**src/rtl/core/ppm_pkg.sv**
```systemverilog
// Shared types and constants for the PPM pulse-train decoder.
// No dependencies; imported by the top level, the front end and the back end.
package ppm_pkg;

    // Default sizes, handed to the top-level parameters
    localparam int MAX_CHANNELS_DEF = 10;
    localparam int SAMPLE_BITS_DEF  = 16;

    // Register reset values
    localparam logic [15:0] SYNC_GAP_RST = 16'd200;
    localparam logic [15:0] PEAK_LEN_RST = 16'd1024;

    // Queue depths between front, back and the result port
    localparam int CMD_DEPTH = 2;
    localparam int OUT_DEPTH = 2;

    // Configuration register indexes
    typedef enum logic {
        REG_SYNC_GAP = 1'b0,
        REG_PEAK_LEN = 1'b1
    } reg_idx_t;

    // Result item kinds
    typedef enum logic {
        KIND_WIDTH     = 1'b0,
        KIND_FRAME_END = 1'b1
    } item_kind_t;

    typedef logic [4:0] held_t;
    typedef logic [3:0] chan_idx_t;

    // Frame-end request from front to back
    typedef struct packed {
        held_t       held;
        logic [31:0] count;
    } frame_cmd_t;

    // One result item
    typedef struct packed {
        item_kind_t  kind;
        chan_idx_t   idx;
        logic [31:0] value;
        logic        last;
    } out_item_t;

    // Back-end status seen by the front end
    typedef struct packed {
        logic      busy;
        chan_idx_t rd_idx;
    } back_stat_t;

endpackage

```
**src/rtl/core/ppm_pulse_train_decoder.sv**
```systemverilog
// PPM pulse-train decoder, top level.
// Depends on ppm_pkg, ppm_fifo, ppm_front and ppm_back.
// Usage:
//   Samples enter through push/full/sample; one is taken at an edge where push
//   is high and full is low. Results leave as a queue: while empty is low the
//   oldest item sits on item_kind/channel_index/value/last and is taken by pop.
//   Registers (sync gap, peak block length) are written on cfg_valid/cfg_ready;
//   cfg_ready is always high.
// Flow:
//   A sample that causes no frame end has its magnitude registered, then the
//   slicer, edge timer and peak tracker update; full stays high meanwhile.
//   A frame end hands a request to the back end and intake holds full high
//   while it walks the width store, one width item per cycle while the result
//   queue has room, then the frame-end item.
//   A frame's first result reaches the result ports through the intake registers,
//   request queue, back-end state and result queue, given room in the latter.
// Reset: asynchronous, active low; clears counters, peaks and queues and loads
//   the register defaults. The width store is not cleared.
// Stalls: if pop stays low, the two-entry result queue fills and the back end
//   waits; intake stays blocked until the run is fully queued.
module ppm_pulse_train_decoder #(
    parameter int MAX_CHANNELS_HELD = ppm_pkg::MAX_CHANNELS_DEF,
    parameter int SAMPLE_BITS       = ppm_pkg::SAMPLE_BITS_DEF
) (
    input  logic                          clk,
    input  logic                          rst_n,
    input  logic                          push,
    output logic                          full,
    input  logic signed [SAMPLE_BITS-1:0] sample,
    output logic                          empty,
    input  logic                          pop,
    output logic                          item_kind,
    output logic [3:0]                    channel_index,
    output logic [31:0]                   value,
    output logic                          last,
    input  logic                          cfg_valid,
    output logic                          cfg_ready,
    input  logic                          cfg_index,
    input  logic [15:0]                   cfg_data
);
    import ppm_pkg::*;

    frame_cmd_t cmd_in, cmd_out;
    logic       cmd_push, cmd_pop, cmd_empty, cmd_full;
    back_stat_t bk;
    logic [15:0] rd_width;
    out_item_t  item_in, item_out;
    logic       out_push, out_full;

    // Front end
    ppm_front #(
        .MAX_CHANNELS_HELD (MAX_CHANNELS_HELD),
        .SAMPLE_BITS       (SAMPLE_BITS)
    ) u_front (
        .clk       (clk),
        .rst_n     (rst_n),
        .push      (push),
        .full      (full),
        .sample    (sample),
        .cfg_valid (cfg_valid),
        .cfg_ready (cfg_ready),
        .cfg_index (cfg_index),
        .cfg_data  (cfg_data),
        .cmd_push  (cmd_push),
        .cmd       (cmd_in),
        .cmd_empty (cmd_empty),
        .bk        (bk),
        .rd_width  (rd_width)
    );

    // Frame request queue
    ppm_fifo #(
        .WIDTH ($bits(frame_cmd_t)),
        .DEPTH (CMD_DEPTH)
    ) u_cmd_q (
        .clk     (clk),
        .rst_n   (rst_n),
        .wr_en   (cmd_push),
        .wr_data (cmd_in),
        .full    (cmd_full),
        .rd_en   (cmd_pop),
        .rd_data (cmd_out),
        .empty   (cmd_empty)
    );

    // Back end
    ppm_back u_back (
        .clk       (clk),
        .rst_n     (rst_n),
        .cmd_empty (cmd_empty),
        .cmd_pop   (cmd_pop),
        .cmd       (cmd_out),
        .out_full  (out_full),
        .out_push  (out_push),
        .out_item  (item_in),
        .stat      (bk),
        .rd_width  (rd_width)
    );

    // Result queue
    ppm_fifo #(
        .WIDTH ($bits(out_item_t)),
        .DEPTH (OUT_DEPTH)
    ) u_out_q (
        .clk     (clk),
        .rst_n   (rst_n),
        .wr_en   (out_push),
        .wr_data (item_in),
        .full    (out_full),
        .rd_en   (pop),
        .rd_data (item_out),
        .empty   (empty)
    );

    assign item_kind     = logic'(item_out.kind);
    assign channel_index = item_out.idx;
    assign value         = item_out.value;
    assign last          = item_out.last;

`ifndef SYNTHESIS
    // Request queue never overflows: intake blocks while a request is pending
    a_cmd_no_overflow: assert property (@(posedge clk) disable iff (!rst_n)
        cmd_push |-> !cmd_full)
        else $error("top: frame request queue overflow");
`endif

endmodule

```
**src/rtl/core/ppm_fifo.sv**
```systemverilog
// Small register-based FIFO, used for the frame request queue and result queue.
// Depends on nothing; width and depth are parameters.
module ppm_fifo #(
    parameter int WIDTH = 8,
    parameter int DEPTH = 2
) (
    input  logic             clk,
    input  logic             rst_n,
    input  logic             wr_en,
    input  logic [WIDTH-1:0] wr_data,
    output logic             full,
    input  logic             rd_en,
    output logic [WIDTH-1:0] rd_data,
    output logic             empty
);

    localparam int PTR_W = (DEPTH > 1) ? $clog2(DEPTH) : 1;
    localparam logic [PTR_W-1:0] PTR_LAST = PTR_W'(DEPTH - 1);
    localparam logic [PTR_W:0]   CNT_FULL = (PTR_W + 1)'(DEPTH);

    logic [WIDTH-1:0] mem_reg [DEPTH];
    logic [PTR_W-1:0] wr_ptr_reg, wr_ptr_next;
    logic [PTR_W-1:0] rd_ptr_reg, rd_ptr_next;
    logic [PTR_W:0]   cnt_reg, cnt_next;
    logic             do_wr, do_rd;

    assign full    = (cnt_reg == CNT_FULL);
    assign empty   = (cnt_reg == '0);
    assign do_wr   = wr_en && !full;
    assign do_rd   = rd_en && !empty;
    assign rd_data = mem_reg[rd_ptr_reg];

    // Pointer and fill-count update
    always_comb
    begin
        wr_ptr_next = wr_ptr_reg;
        rd_ptr_next = rd_ptr_reg;
        cnt_next    = cnt_reg;
        if (do_wr)
        begin
            wr_ptr_next = (wr_ptr_reg == PTR_LAST) ? '0 : wr_ptr_reg + 1'b1;
        end
        if (do_rd)
        begin
            rd_ptr_next = (rd_ptr_reg == PTR_LAST) ? '0 : rd_ptr_reg + 1'b1;
        end
        if (do_wr && !do_rd)
        begin
            cnt_next = cnt_reg + 1'b1;
        end
        else if (do_rd && !do_wr)
        begin
            cnt_next = cnt_reg - 1'b1;
        end
    end

    always_ff @(posedge clk or negedge rst_n)
    begin
        if (!rst_n)
        begin
            wr_ptr_reg <= '0;
            rd_ptr_reg <= '0;
            cnt_reg    <= '0;
        end
        else
        begin
            wr_ptr_reg <= wr_ptr_next;
            rd_ptr_reg <= rd_ptr_next;
            cnt_reg    <= cnt_next;
        end
    end

    // Storage, no reset
    always_ff @(posedge clk)
    begin
        if (do_wr)
        begin
            mem_reg[wr_ptr_reg] <= wr_data;
        end
    end

endmodule

```
**src/rtl/core/ppm_front.sv**
```systemverilog
// Front end: sample intake, level slicing, peak tracking, edge timing and width store.
// Depends on ppm_pkg; issues frame-end requests to the back end through a queue.
module ppm_front #(
    parameter int MAX_CHANNELS_HELD = ppm_pkg::MAX_CHANNELS_DEF,
    parameter int SAMPLE_BITS       = ppm_pkg::SAMPLE_BITS_DEF
) (
    input  logic                          clk,
    input  logic                          rst_n,
    // sample channel
    input  logic                          push,
    output logic                          full,
    input  logic signed [SAMPLE_BITS-1:0] sample,
    // configuration channel
    input  logic                          cfg_valid,
    output logic                          cfg_ready,
    input  logic                          cfg_index,
    input  logic [15:0]                   cfg_data,
    // frame request queue
    output logic                          cmd_push,
    output ppm_pkg::frame_cmd_t           cmd,
    input  logic                          cmd_empty,
    // back-end status and width read port
    input  ppm_pkg::back_stat_t           bk,
    output logic [15:0]                   rd_width
);
    import ppm_pkg::*;

    localparam int    IDX_W    = (MAX_CHANNELS_HELD > 1) ? $clog2(MAX_CHANNELS_HELD) : 1;
    localparam held_t MAX_HELD = held_t'(MAX_CHANNELS_HELD);

    // Intake stage
    logic                   s1_valid_reg;
    logic [SAMPLE_BITS-1:0] s1_mag_reg;
    logic [SAMPLE_BITS-1:0] mag_in;

    // Configuration
    logic [15:0] sync_gap_reg;
    logic [15:0] peak_len_reg;

    // Decoder state
    logic                   level_reg, level_next;
    logic [31:0]            cnt_reg, cnt_next;
    logic [31:0]            edge_reg, edge_next;
    held_t                  held_reg, held_next;
    logic [SAMPLE_BITS-1:0] thr_reg, thr_next;
    logic [SAMPLE_BITS-1:0] run_reg, run_next;
    logic [15:0]            bpos_reg, bpos_next;
    logic [15:0]            widths_reg [MAX_CHANNELS_HELD];

    // Working signals
    logic                   accept;
    logic [SAMPLE_BITS-1:0] run_upd;
    logic                   level;
    logic [31:0]            elapsed;
    logic                   rise;
    logic                   frame_end;
    logic                   store_width;
    logic [15:0]            blen;
    logic [15:0]            bp_inc;
    logic                   blk_end;

    // Intake blocked while a sample is in work or a frame run is pending
    assign full      = s1_valid_reg || !cmd_empty || bk.busy;
    assign accept    = push && !full;
    assign cfg_ready = 1'b1;

    // Magnitude; the most negative code maps onto itself as an unsigned value
    assign mag_in = sample[SAMPLE_BITS-1] ? (~sample + 1'b1) : sample;

    // Level slicing and edge classification
    always_comb
    begin
        run_upd     = (s1_mag_reg > run_reg) ? s1_mag_reg : run_reg;
        level       = {s1_mag_reg, 1'b0} > {1'b0, thr_reg};
        elapsed     = cnt_reg - edge_reg;
        rise        = level && !level_reg;
        frame_end   = rise && (elapsed > {16'h0000, sync_gap_reg});
        store_width = rise && !frame_end && (held_reg < MAX_HELD);
        blen        = (peak_len_reg == 16'h0000) ? 16'h0001 : peak_len_reg;
        bp_inc      = bpos_reg + 16'h0001;
        blk_end     = (bp_inc >= blen) || (bp_inc == 16'h0000);
    end

    // Next state for one processed sample
    always_comb
    begin
        level_next = level_reg;
        cnt_next   = cnt_reg;
        edge_next  = edge_reg;
        held_next  = held_reg;
        thr_next   = thr_reg;
        run_next   = run_reg;
        bpos_next  = bpos_reg;
        if (s1_valid_reg)
        begin
            level_next = level;
            cnt_next   = cnt_reg + 32'd1;
            if (level != level_reg)
            begin
                edge_next = cnt_reg;
            end
            if (frame_end)
            begin
                held_next = '0;
            end
            else if (store_width)
            begin
                held_next = held_reg + 1'b1;
            end
            if (blk_end)
            begin
                thr_next  = run_upd;
                run_next  = '0;
                bpos_next = '0;
            end
            else
            begin
                run_next  = run_upd;
                bpos_next = bp_inc;
            end
        end
    end

    // Frame-end request
    assign cmd_push  = s1_valid_reg && frame_end;
    assign cmd.held  = held_reg;
    assign cmd.count = cnt_reg;

    // Width read for the back end
    assign rd_width = widths_reg[bk.rd_idx[IDX_W-1:0]];

    always_ff @(posedge clk or negedge rst_n)
    begin
        if (!rst_n)
        begin
            s1_valid_reg <= 1'b0;
            sync_gap_reg <= SYNC_GAP_RST;
            peak_len_reg <= PEAK_LEN_RST;
            level_reg    <= 1'b0;
            cnt_reg      <= '0;
            edge_reg     <= '0;
            held_reg     <= '0;
            thr_reg      <= '0;
            run_reg      <= '0;
            bpos_reg     <= '0;
        end
        else
        begin
            s1_valid_reg <= accept;
            level_reg    <= level_next;
            cnt_reg      <= cnt_next;
            edge_reg     <= edge_next;
            held_reg     <= held_next;
            thr_reg      <= thr_next;
            run_reg      <= run_next;
            bpos_reg     <= bpos_next;
            if (cfg_valid && cfg_ready)
            begin
                case (reg_idx_t'(cfg_index))
                    REG_SYNC_GAP: sync_gap_reg <= cfg_data;
                    REG_PEAK_LEN: peak_len_reg <= cfg_data;
                    default:      sync_gap_reg <= sync_gap_reg;
                endcase
            end
        end
    end

    // Payload registers, no reset
    always_ff @(posedge clk)
    begin
        if (accept)
        begin
            s1_mag_reg <= mag_in;
        end
        if (s1_valid_reg && store_width)
        begin
            widths_reg[held_reg[IDX_W-1:0]] <= elapsed[15:0];
        end
    end

`ifndef SYNTHESIS
    // One sample in work at a time
    a_single_in_work: assert property (@(posedge clk) disable iff (!rst_n)
        s1_valid_reg |=> !s1_valid_reg)
        else $error("front: second sample entered while one was in work");

    // Width store never overfills
    a_held_bound: assert property (@(posedge clk) disable iff (!rst_n)
        held_reg <= MAX_HELD)
        else $error("front: held channel count beyond store size");

    // A frame request only issues when the back end has nothing pending
    a_cmd_when_idle: assert property (@(posedge clk) disable iff (!rst_n)
        cmd_push |-> (cmd_empty && !bk.busy))
        else $error("front: frame request while back end still busy");
`endif

endmodule

```
**src/rtl/core/ppm_back.sv**
```systemverilog
// Back end: expands a frame-end request into width items and a closing frame-end item.
// Depends on ppm_pkg; reads the width store held in the front end.
module ppm_back (
    input  logic                clk,
    input  logic                rst_n,
    // frame request queue
    input  logic                cmd_empty,
    output logic                cmd_pop,
    input  ppm_pkg::frame_cmd_t cmd,
    // result queue
    input  logic                out_full,
    output logic                out_push,
    output ppm_pkg::out_item_t  out_item,
    // status and width read
    output ppm_pkg::back_stat_t stat,
    input  logic [15:0]         rd_width
);
    import ppm_pkg::*;

    typedef enum logic [2:0] {
        ST_IDLE = 3'b001,
        ST_EMIT = 3'b010,
        ST_END  = 3'b100
    } back_state_t;

    back_state_t state_reg, state_next;
    chan_idx_t   idx_reg, idx_next;
    held_t       held_reg, held_next;
    logic [31:0] count_reg, count_next;

    // Run sequencer
    always_comb
    begin
        state_next     = state_reg;
        idx_next       = idx_reg;
        held_next      = held_reg;
        count_next     = count_reg;
        cmd_pop        = 1'b0;
        out_push       = 1'b0;
        out_item.kind  = KIND_WIDTH;
        out_item.idx   = idx_reg;
        out_item.value = {16'h0000, rd_width};
        out_item.last  = 1'b0;
        case (state_reg)
            ST_IDLE:
            begin
                if (!cmd_empty)
                begin
                    cmd_pop    = 1'b1;
                    held_next  = cmd.held;
                    count_next = cmd.count;
                    idx_next   = '0;
                    state_next = (cmd.held != '0) ? ST_EMIT : ST_END;
                end
            end
            ST_EMIT:
            begin
                if (!out_full)
                begin
                    out_push = 1'b1;
                    if ({1'b0, idx_reg} == held_reg - 1'b1)
                    begin
                        state_next = ST_END;
                    end
                    else
                    begin
                        idx_next = idx_reg + 1'b1;
                    end
                end
            end
            ST_END:
            begin
                out_item.kind  = KIND_FRAME_END;
                out_item.idx   = '0;
                out_item.value = count_reg;
                out_item.last  = 1'b1;
                if (!out_full)
                begin
                    out_push   = 1'b1;
                    state_next = ST_IDLE;
                end
            end
            default:
            begin
                state_next = ST_IDLE;
            end
        endcase
    end

    assign stat.busy   = (state_reg != ST_IDLE);
    assign stat.rd_idx = idx_reg;

    always_ff @(posedge clk or negedge rst_n)
    begin
        if (!rst_n)
        begin
            state_reg <= ST_IDLE;
            idx_reg   <= '0;
            held_reg  <= '0;
        end
        else
        begin
            state_reg <= state_next;
            idx_reg   <= idx_next;
            held_reg  <= held_next;
        end
    end

    always_ff @(posedge clk)
    begin
        count_reg <= count_next;
    end

`ifndef SYNTHESIS
    // Results are only written into a queue with room
    a_push_room: assert property (@(posedge clk) disable iff (!rst_n)
        out_push |-> !out_full)
        else $error("back: result written into full queue");

    // Width index stays inside the held run
    a_idx_in_run: assert property (@(posedge clk) disable iff (!rst_n)
        (state_reg == ST_EMIT) |-> ({1'b0, idx_reg} < held_reg))
        else $error("back: width index past held count");

    // Taking a request always starts a run
    a_pop_starts: assert property (@(posedge clk) disable iff (!rst_n)
        cmd_pop |=> (state_reg != ST_IDLE))
        else $error("back: request taken without starting a run");
`endif

endmodule
```
**config.mk**
```make
export PLATFORM = sky130hd
export DESIGN_NAME = ppm_pulse_train_decoder
export DESIGN_NICKNAME = d
export VERILOG_FILES = /design/src/rtl/core/ppm_pkg.sv /design/src/rtl/core/ppm_pulse_train_decoder.sv /design/src/rtl/core/ppm_fifo.sv /design/src/rtl/core/ppm_front.sv /design/src/rtl/core/ppm_back.sv
export SDC_FILE = /design/constraint.sdc
export NUM_CORES = 1
export LEC_CHECK = 0
export BUFFER_PORTS_ARGS = -buffer_cell sky130_fd_sc_hd__buf_2
export CAP_MARGIN = 10
export CORE_MARGIN = 5
export CORE_UTILIZATION = 40
export DETAILED_ROUTE_END_ITERATION = 6
export GPL_ROUTABILITY_DRIVEN = 0
export MAX_ROUTING_LAYER = met4
export PLACE_DENSITY = 0.54
export SYNTH_ARGS = -nofsm -noshare
export SYNTH_HDL_FRONTEND = slang
export SYNTH_SLANG_ARGS = --single-unit
```
**constraint.sdc**
```tcl
create_clock -name clk -period 9.1 [get_ports clk]
set_input_delay 0.91 -clock clk [delete_from_list [all_inputs] [get_ports clk]]
set_output_delay 0.91 -clock clk [all_outputs]
set_load 0.1 [all_outputs]
```
Word level (Yosys, flattened, before mapping):

Memory sizes are Yosys's and may differ from the RTL's.
Index checks and enable logic that the tools add are counted.
W data, S select, Z words.

* bits in registers: 219
* memory bits (writable): 310
* input bits: 38
* output and inout bits: 41
* word-level logic and storage cells: 144
* memories: 3

* add/sub/neg operators: 15
* magnitude comparators: 5
* eq/ne operators: 13
* muxes and demuxes: 36
* bitwise logic cells: 3
* reductions and logical operators: 47

Memory list
* u_front.widths_reg: depth 10, width 16, read ports 1, clocked after memory_dff 0, write ports 1, line ppm_front.sv:48 `logic [15:0] widths_reg [MAX_CHANNELS_HELD];`
* u_out_q.mem_reg: depth 2, width 38, read ports 1, clocked after memory_dff 0, write ports 1, line ppm_fifo.sv:21 `logic [WIDTH-1:0] mem_reg [DEPTH];`
* u_cmd_q.mem_reg: depth 2, width 37, read ports 1, clocked after memory_dff 0, write ports 1, line ppm_fifo.sv:21

Operator list (count)
* $mux W16: 4
* $mux W38: 1
* $add A16 B1 Y16 const B: 2
* $add A32 B1 Y32 const B: 1
* $gt A32 B16 Y1: 1
* $logic_not A16 Y1: 2
* $sub A32 B32 Y32: 1
* $gt A17 B16 Y1: 1
* $ge A16 B16 Y1: 1
* $gt A16 B16 Y1: 1
* $not A16 Y16: 1
* $logic_and A1 B1 Y1: 15
* $mux W15: 1
* $mux W3: 5
* $mux W1: 14
* $mux W4: 3
* $reduce_and A2 Y1: 6
* $logic_not A1 Y1: 11
* $mux W5: 2
* $pmux W3 S3: 1
* $mux W2: 4
* $ne A2 B2 Y1 const B: 4
* $pmux W4 S2: 1
* $reduce_and A4 Y1: 2
* 21 further kinds: 34

Depth between registers and ports, before layout:

Gate-level depths: netlist of run 1.

* word-level depth: 9
* depth in mapped cells: 25
* mapped depth without buffers: 25

Hierarchy:

A second synthesis of run 1 with hierarchy kept.

* cell total of the unflattened synthesis: 1897
* area, all modules: 25140.4 um^2

By module, submodules not included
* ppm_front: instances 1, cells each 1468, area each 17164.0 um^2, seq. area each 9068.7 um^2
* ppm_fifo (u_out_q): instances 1, cells each 137, area each 2985.4 um^2, seq. area each 2382.3 um^2
* ppm_fifo (u_cmd_q): instances 1, cells each 134, area each 2949.1 um^2, seq. area each 2322.2 um^2
* ppm_back: instances 1, cells each 158, area each 2042.0 um^2, seq. area each 1262.5 um^2

Worst setup path before layout of run 1:

Ideal clock, no wire load.

* path kind: flip-flop to flip-flop
* start point: reg u_front.cnt_reg[0]
* end point: mem u_front.widths_reg[0][0] (enable)
* setup time: 373 ps
* arrival: 5214 ps
* data required time: 8727 ps
* path slack: 3513 ps
* cell stages (with the launch flop): 22
* buffers on the path: 1
* cells stage by stage: dfrtp_1 > inv_1 > ha_1 > fa_1 > nor2b_1 > o2111ai_1 > a21o_1 > and2b_1 > nor2_1 > nor2_1 > xnor2_1 > ha_1 > and4_1 > nand3_1 > or3_1 > o21ai_0 > nand4_1 > or4_1 > or4_4 > nor2_2 > buf_6 > and4_1

* longest elaborated chain between the ends: 9

Ends and longest elaborated chain
* start: declaration: line ppm_front.sv:42 `logic [31:0] cnt_reg, cnt_next;`
* start signal: assignment: line ppm_front.sv:151 `cnt_reg <= cnt_next;`
* $sub A32 B32 Y32: line ppm_front.sv:75 `elapsed = cnt_reg - edge_reg;`
* via u_front.elapsed[14]: line ppm_front.sv:54 `logic [31:0] elapsed;`
* $gt A32 B16 Y1: line ppm_front.sv:77 `frame_end = rise && (elapsed > {16'h0000, sync_gap_reg});`
* $logic_and A1 B1 Y1: line ppm_front.sv:77
* $logic_not A1 Y1: line ppm_front.sv:78 `store_width = rise && !frame_end && (held_reg < MAX_HELD);`
* $logic_and A1 B1 Y1 (2 in series): line ppm_front.sv:78
* $logic_and A1 B1 Y1: line ppm_front.sv:175 `if (s1_valid_reg && store_width)`
* $mux W1: line ppm_front.sv:175
* $mux W1 (implied by the code): line ppm_front.sv:177 `widths_reg[held_reg[IDX_W-1:0]] <= elapsed[15:0];`
* end: declaration: line ppm_front.sv:48

The timed path passes the listed nets, and every way through them passes these cells.

Worst setup path after layout of run 1:

* start point: reg u_front.cnt_reg[0]
* end point: mem u_front.widths_reg[7][4] (enable)

Same word-level chain as after synthesis.

==> impl_metrics.ini, run 1 <==
[die]
initial_core_util = 0.402
die_h_um = 258
io_pins = 79
core-area_mm2 = 0.0614
die_area_mm2 = 0.0667
fp-row-count = 91
die_x_um = 258

[power_and_ir_drop]
power.leakage_nw = 10.9
pwr_density_cell_mw_per_mm2 = 332
peakVddDrop_uv = 224

[final_layout]
num-fill-cells = 5480
post-route-util = 0.455
nets = 2167
drive_gt1_frac = 0.175
largest_register_ffs = 160
syn_to_final_growth_pct = 13.3

[cts]
cts_tree = built
cts_hold_buffers = 0
clock-sinks = 527
cts.root.buffer_cell = clkbuf_16
htreeDepth = 2
clock_latency_ns = 0.61
cts_max_path_buffers = 3
cts_setup_buffers = 0
cts.repair.resized = 0
path_clk_slew_ns = 0.06
numCtsBuffers = 57

[timing]
worst_pin_slew_ns = 1.19
max_freq_mhz = 150
clock_skew_ns = 0.0143
rsz0062_at_grt = no
slew-limit-headroom = 0.206
setup_viol = 0
final.setup.tns_ns = 0
fin_crit_ns = 6.67
post-route-period-util = 0.733
hold_violations = 0
drv_slew = 0

[yosys]
ys_ff_latch = 527
synth_cells = 1937
post-synth-top-count-cell = edfxtp_1
ys.flop_type = edfxtp_1
synthesis.nets = 2082
synth_edf_count = 356
synth_warnings = 0
synth_top_area_share = 0.434
syn_avg_cell_area_um2 = 12.7
synth_common_cells = 356 x edfxtp_1, 166 x dfrtp_1, 157 x o21ai_0
ys_seq_area_frac = 0.608
synth_area_mm2 = 0.0246
synth_top_area_cell = edfxtp_1
synth-async-reset-ratio = 0.324
synthDistinctLibCells = 78
synth_area_leaders = edfxtp_1 43%, dfrtp_1 17%, ha_1 5.4%

[place]
port_buffers = 77
post-dp-hpwl_mm = 36.7

[setup_path]
critPathLaunch = u_front.cnt_reg[0]$_DFFE_PN0P_
startpoint_type = register
cp.arrival_ns = 6.91
criticalPathCategory = register to register
r2r_start = u_front.cnt_reg[0]$_DFFE_PN0P_
required_ns = 9.34
path_max_fanout = 16
cp-end-kind = register

[detailed_routing]
met2_wirelength_mm = 25.5
drt-pass1-iter-count = 5
drt_wl_total_mm = 54.3
m1WireLength_mm = 25.7
vias = 15110
drtAntennaViolNets = 0
drc_errors = 0
wl_met3_mm = 1.99
dr.max_layer_used = met4
wire_per_inst_um = 19.0
via_per_inst = 5.28
first_iter_violations = 904

[status]
run_status = complete, no violations

[global_route]
grt_pass1_vias = 15141
grt_pass1_wl_mm = 85.9
overflow = 0
grt_usage = 0.164
grt_max_degree = 77
antenna_found_initial = 1

[min_path]
holdCritPathClass = input port to async pin

[run]
cap_violations = 0
## path summary, 6_finish.rpt
| kind | slack [ns] | depth (start not counted) | end |
|---|---|---|---|
| setup / recovery | 2.43 | 20 | u_front.widths_reg[7][4]$_DFFE_PP_ |
| hold / removal | 0.16 | 1 | u_out_q.rd_ptr_reg$_DFFE_PN0P_ |
| setup reg to reg | 2.43 | 20 | u_front.widths_reg[7][4]$_DFFE_PP_ |
| hold reg to reg | 0.48 | 2 | u_front.thr_reg[10]$_DFFE_PN0P_ |
| max in group asynchronous | 6.77 | 3 | u_front.bpos_reg[3]$_DFFE_PN0P_ |
| min in group clk | 0.48 | 2 | u_front.thr_reg[10]$_DFFE_PN0P_ |
## kinds of logic after synthesis
| logic type | Yosys count | share of synthesized area |
|---|---|---|
| DFF | 527 | 0.608 |
| buffers and inverters | 212 | 0.0345 |
| and+or+nand+nor | 436 | 0.0891 |
| adders and majority gates | 107 | 0.0546 |
| other | 1 | 0.000152 |
| AOI/OAI and AO/OA | 402 | 0.103 |
| xor gates and xnor gates | 103 | 0.0366 |
| muxes | 149 | 0.0742 |
## cell usage in the layout, fill, tap and decap left out, drive strengths merged, types with 28 or more instances in the layout
cell type / count
a21oi: 67
nand2: 148
xnor2: 73
and3: 28
buf: 108
dfrtp: 166
inv: 133
xor2: 30
a31oi: 28
edfxtp: 356
clkbuf: 75
mux2: 110
o21ai: 161
nand3: 35
ha: 106
nor2: 71
nand4: 32
## layout make-up
cell class / count / area (um^2) / share of cell area
Clock inverter: 33 / 349 / 0.0125
Clock buffer: 75 / 1590 / 0.0568
Inverter: 130 / 488 / 0.0175
Sequential cell: 527 / 15000 / 0.537
Timing Repair Buffer: 108 / 624 / 0.0224
Tap cell: 790 / 988 / 0.0354
Multi-Input combinational cell: 1198 / 8900 / 0.319
Antenna cell: 1 / 2.50 / 0.0000896
## power breakdown
group	internal [W]	switching, W
clock	0.00140	0.000949
sequential	0.00328	0.000192
combinational	0.00112	0.00233
total	0.00580	0.00347
## worst max-delay path, cell delays in order, from the launching register on
cell and delay, ns:
dfrtp_1 0.46, inv_1 0.07, ha_1 0.22, fa_1 0.43
nor2b_1 0.20, o2111ai_1 0.20, a21o_1 0.25, and2b_1 0.20
xnor2_1 0.15, buf_4 0.23, ha_1 0.27, a21o_1 0.19
a22o_1 0.21, o21ai_0 0.15, nand3_1 0.09, o21ai_0 0.48
nand4_1 0.15, or4_1 0.54, or4_4 0.58, nor2_2 0.40
and4_1 0.82
## layer usage
layer	global-route usage	vias to the layer above
li1	-	7331
met1	0.225	7431
met2	0.260	268
met3	0.0286	80
met4	0.0400	0
met5	-	-
## metrics by stage
stage / power [W] / setup WS, ns / hold slack [ns] / instance area, um^2 / instances
2_1_floorplan: 0.00576 / 3.51 / 0.441 / 24600 / 1937
3_3_place_gp: 0.00694 / 2.48 / 0.462 / 26000 / 2753
3_5_place_dp: 0.00700 / 2.43 / 0.471 / 26000 / 2753
4_1_cts: 0.00938 / 2.42 / 0.131 / 27900 / 2861
5_1_grt: 0.00977 / 1.96 / 0.147 / 27900 / 2861
6_report: 0.00927 / 2.43 / 0.163 / 27900 / 2862
No activity file was read; power rests on OpenSTA's default activity.
==> run 2: changes to the inputs <==
Settings changed: ABC_AREA from default to 1, PLACE_DENSITY 0.54 to 0.56.
Clock period 9.1 ns to 6.1 ns, I/O delays scaled along.
==> impl_metrics.ini, run 2 <==
[status]
run_status = finished with violations
violations = DRC

[yosys]
ys.flop_type = edfxtp_1
post-synth-top-count-cell = nand2_1
synthesis.nets = 2837
synth_area_leaders = edfxtp_1 42%, dfrtp_1 16%, nand2_1 11%
synth_top_area_cell = edfxtp_1
synth_warnings = 0
synth_common_cells = 770 x nand2_1, 364 x inv_1, 356 x edfxtp_1
ys_ff_latch = 527
synth_edf_count = 356
synthDistinctLibCells = 52
synth-async-reset-ratio = 0.324
ys_seq_area_frac = 0.586
synth_top_area_share = 0.419
syn_avg_cell_area_um2 = 9.49
synth_cells = 2692
synth_area_mm2 = 0.0255

[power_and_ir_drop]
pwr_density_cell_mw_per_mm2 = 475
peakVddDrop_uv = 269
power.leakage_nw = 12.8

[setup_path]
r2r_end = u_cmd_q.mem_reg[0][5]$_DFFE_PP_
cp-end-kind = register
startpoint_type = register
path_max_fanout = 32
r2r_start = u_front.cnt_reg[0]$_DFFE_PN0P_
required_ns = 6.35
worst-r2r-cell-count = 25
rrSetupSlack_ns = 0.82
cp.arrival_ns = 5.53
criticalPathCategory = register to register

[detailed_routing]
first_iter_violations = 1408
drt-pass1-iter-count = 7
drc_errors = 2
vias = 18241
drtAntennaViolNets = 0
wire_per_inst_um = 16.5
drt_wl_total_mm = 60.7
via_per_inst = 4.97

[place]
post-dp-hpwl_mm = 41.7
place_ws_ns = 0.839
port_buffers = 77

[final_layout]
largest_register_ffs = 160
multi_input_area_mm2 = 0.00885
nets = 2925
final-seq-area_mm2 = 0.0150
final_common_cell = nand2_1
post-route-util = 0.457
drive_gt1_frac = 0.0846
most-common-layout-cells = 770 x nand2_1, 364 x inv_1, 356 x edfxtp_1, 213 x nor2_1, 165 x o21ai_0
syn_to_final_growth_pct = 13.0
n_antenna_cell = 0
num-fill-cells = 5947

[die]
die_x_um = 263
io_pins = 79
initial_core_util = 0.404
fp-row-count = 92
die_area_mm2 = 0.0690
die_h_um = 263
core-area_mm2 = 0.0632

[global_route]
grt_pass1_wl_mm = 97.5
overflow = 0
antenna_found_initial = 4
grt_max_degree = 160
grt_usage = 0.178
grt_pass1_vias = 18202

[timing]
worst_pin_slew_ns = 1.11
rsz0062_at_grt = no
setup_viol = 0
final.setup.tns_ns = 0
fin_ws_ns = 0.817
drv_slew = 0
max_freq_mhz = 189
slew-limit-headroom = 0.255
post-route-period-util = 0.866
hold_violations = 0
fin_crit_ns = 5.28
timing.hold.ws_ns = 0.218
clock_skew_ns = 0.0447

[cts]
clock_latency_ns = 0.64
htreeDepth = 2
cts_tree = built
numCtsBuffers = 55
cts.root.buffer_cell = clkbuf_16
cts_max_path_buffers = 3
cts.repair.resized = 0
clock-sinks = 527
path_clk_slew_ns = 0.06
cts_setup_buffers = 0

[min_path]
holdCritPathClass = input port to register
hp-start = sample[0]
min_delay_worst_endpoint = u_front.s1_mag_reg[0]$_DFFE_PP_
holdPathStages = 1

[run]
cap_violations = 0
run 2: cell types whose count changed after synthesis, sizes merged, moves of 37 or more:
cell and change:
xnor2 -58, nand2 +624, nand3 +50, nor2 +148, xor2 +38, inv +239, o22ai +37, mux2 -110
run 2: how the worst max path moves through the flow:
stage / start / endpoint / slack (ns)
final: u_front.cnt_reg[0]$_DFFE_PN0P_ / u_cmd_q.mem_reg[0][5]$_DFFE_PP_ / 0.82
after global routing: u_front.cnt_reg[0]$_DFFE_PN0P_ / u_cmd_q.mem_reg[0][5]$_DFFE_PP_ / 0.29
after CTS: u_front.cnt_reg[0]$_DFFE_PN0P_ / u_cmd_q.mem_reg[0][5]$_DFFE_PP_ / 0.83
after detailed placement: u_front.cnt_reg[0]$_DFFE_PN0P_ / u_cmd_q.mem_reg[0][23]$_DFFE_PP_ / 0.84
after global placement: u_front.cnt_reg[0]$_DFFE_PN0P_ / u_cmd_q.mem_reg[0][29]$_DFFE_PP_ / 1.04
after floorplan: u_front.cnt_reg[0]$_DFFE_PN0P_ / u_cmd_q.mem_reg[1][0]$_DFFE_PP_ / 0.12
run 2: layer usage:
| metal | up-vias | track usage | wire length, um |
|---|---|---|---|
| li1 | 9025 | - | - |
| met1 | 8715 | 0.226 | 27000 |
| met2 | 377 | 0.299 | 29200 |
| met3 | 124 | 0.0217 | 2460 |
| met4 | 0 | 0.0582 | 2070 |
| met5 | - | - | 0 |
run 2: critical path, stage by stage, from the launching register on:
cell	delay, ns
dfrtp_1	0.43
inv_1	0.12
ha_1	0.24
fa_1	0.42
inv_1	0.12
nand2_1	0.06
nand3_1	0.15
nand2_1	0.08
nand2_1	0.11
xor2_1	0.81
ha_1	0.23
nand2_1	0.07
nor3_1	0.24
nand2_1	0.08
nand2_1	0.06
nand2_1	0.09
nand3_1	0.11
nor2_1	0.05
nand2_1	0.05
nor2_1	0.04
nand2_1	0.21
nand2_1	0.20
nor2_1	0.18
nand2_1	0.10
inv_1	0.20
buf_4	0.44
run 2: logic make-up (layout without fill, tap and decap cells):
| kind of cell | Yosys count | count (layout) | synth area share |
|---|---|---|---|
| xor+xnor | 83 | 83 | 0.0285 |
| fa+ha+maj | 107 | 107 | 0.0527 |
| other cells | 1 | 1 | 0.000147 |
| buf+inv | 453 | 585 | 0.0680 |
| simple gates | 1171 | 1171 | 0.188 |
| compound gates | 345 | 345 | 0.0746 |
| flops | 527 | 527 | 0.586 |
| mux | 5 | 5 | 0.00196 |
run 2: stage by stage:
| step | instances | area [um^2] | total power [W] |
|---|---|---|---|
| 2_1_floorplan | 2692 | 25500 | 0.00862 |
| 3_3_place_gp | 3568 | 27000 | 0.0102 |
| 3_5_place_dp | 3568 | 27000 | 0.0104 |
| 4_1_cts | 3670 | 28900 | 0.0138 |
| 5_1_grt | 3670 | 28900 | 0.0145 |
| 6_report | 3670 | 28900 | 0.0137 |
run 2: layout make-up:
type                            instances  share of cell area
Tap cell                              846              0.0367
Clock buffer                           73              0.0539
Multi-Input combinational cell       1712               0.307
Clock inverter                         28              0.0120
Sequential cell                       527               0.519
Inverter                              369              0.0480
Timing Repair Buffer                  115              0.0240
run 2: timing repair:
| item | CTS | global route |
|---|---|---|
| setup endpoints to repair | 0 | 0 |
| hold buffers | 1 | 0 |
| endpoints found under the hold margin | 12 | 0 |
run 2: report_power, final:
part / switching, W / internal [W]
combinational: 0.00394 / 0.00123
clock: 0.00143 / 0.00202
sequential: 0.000261 / 0.00482
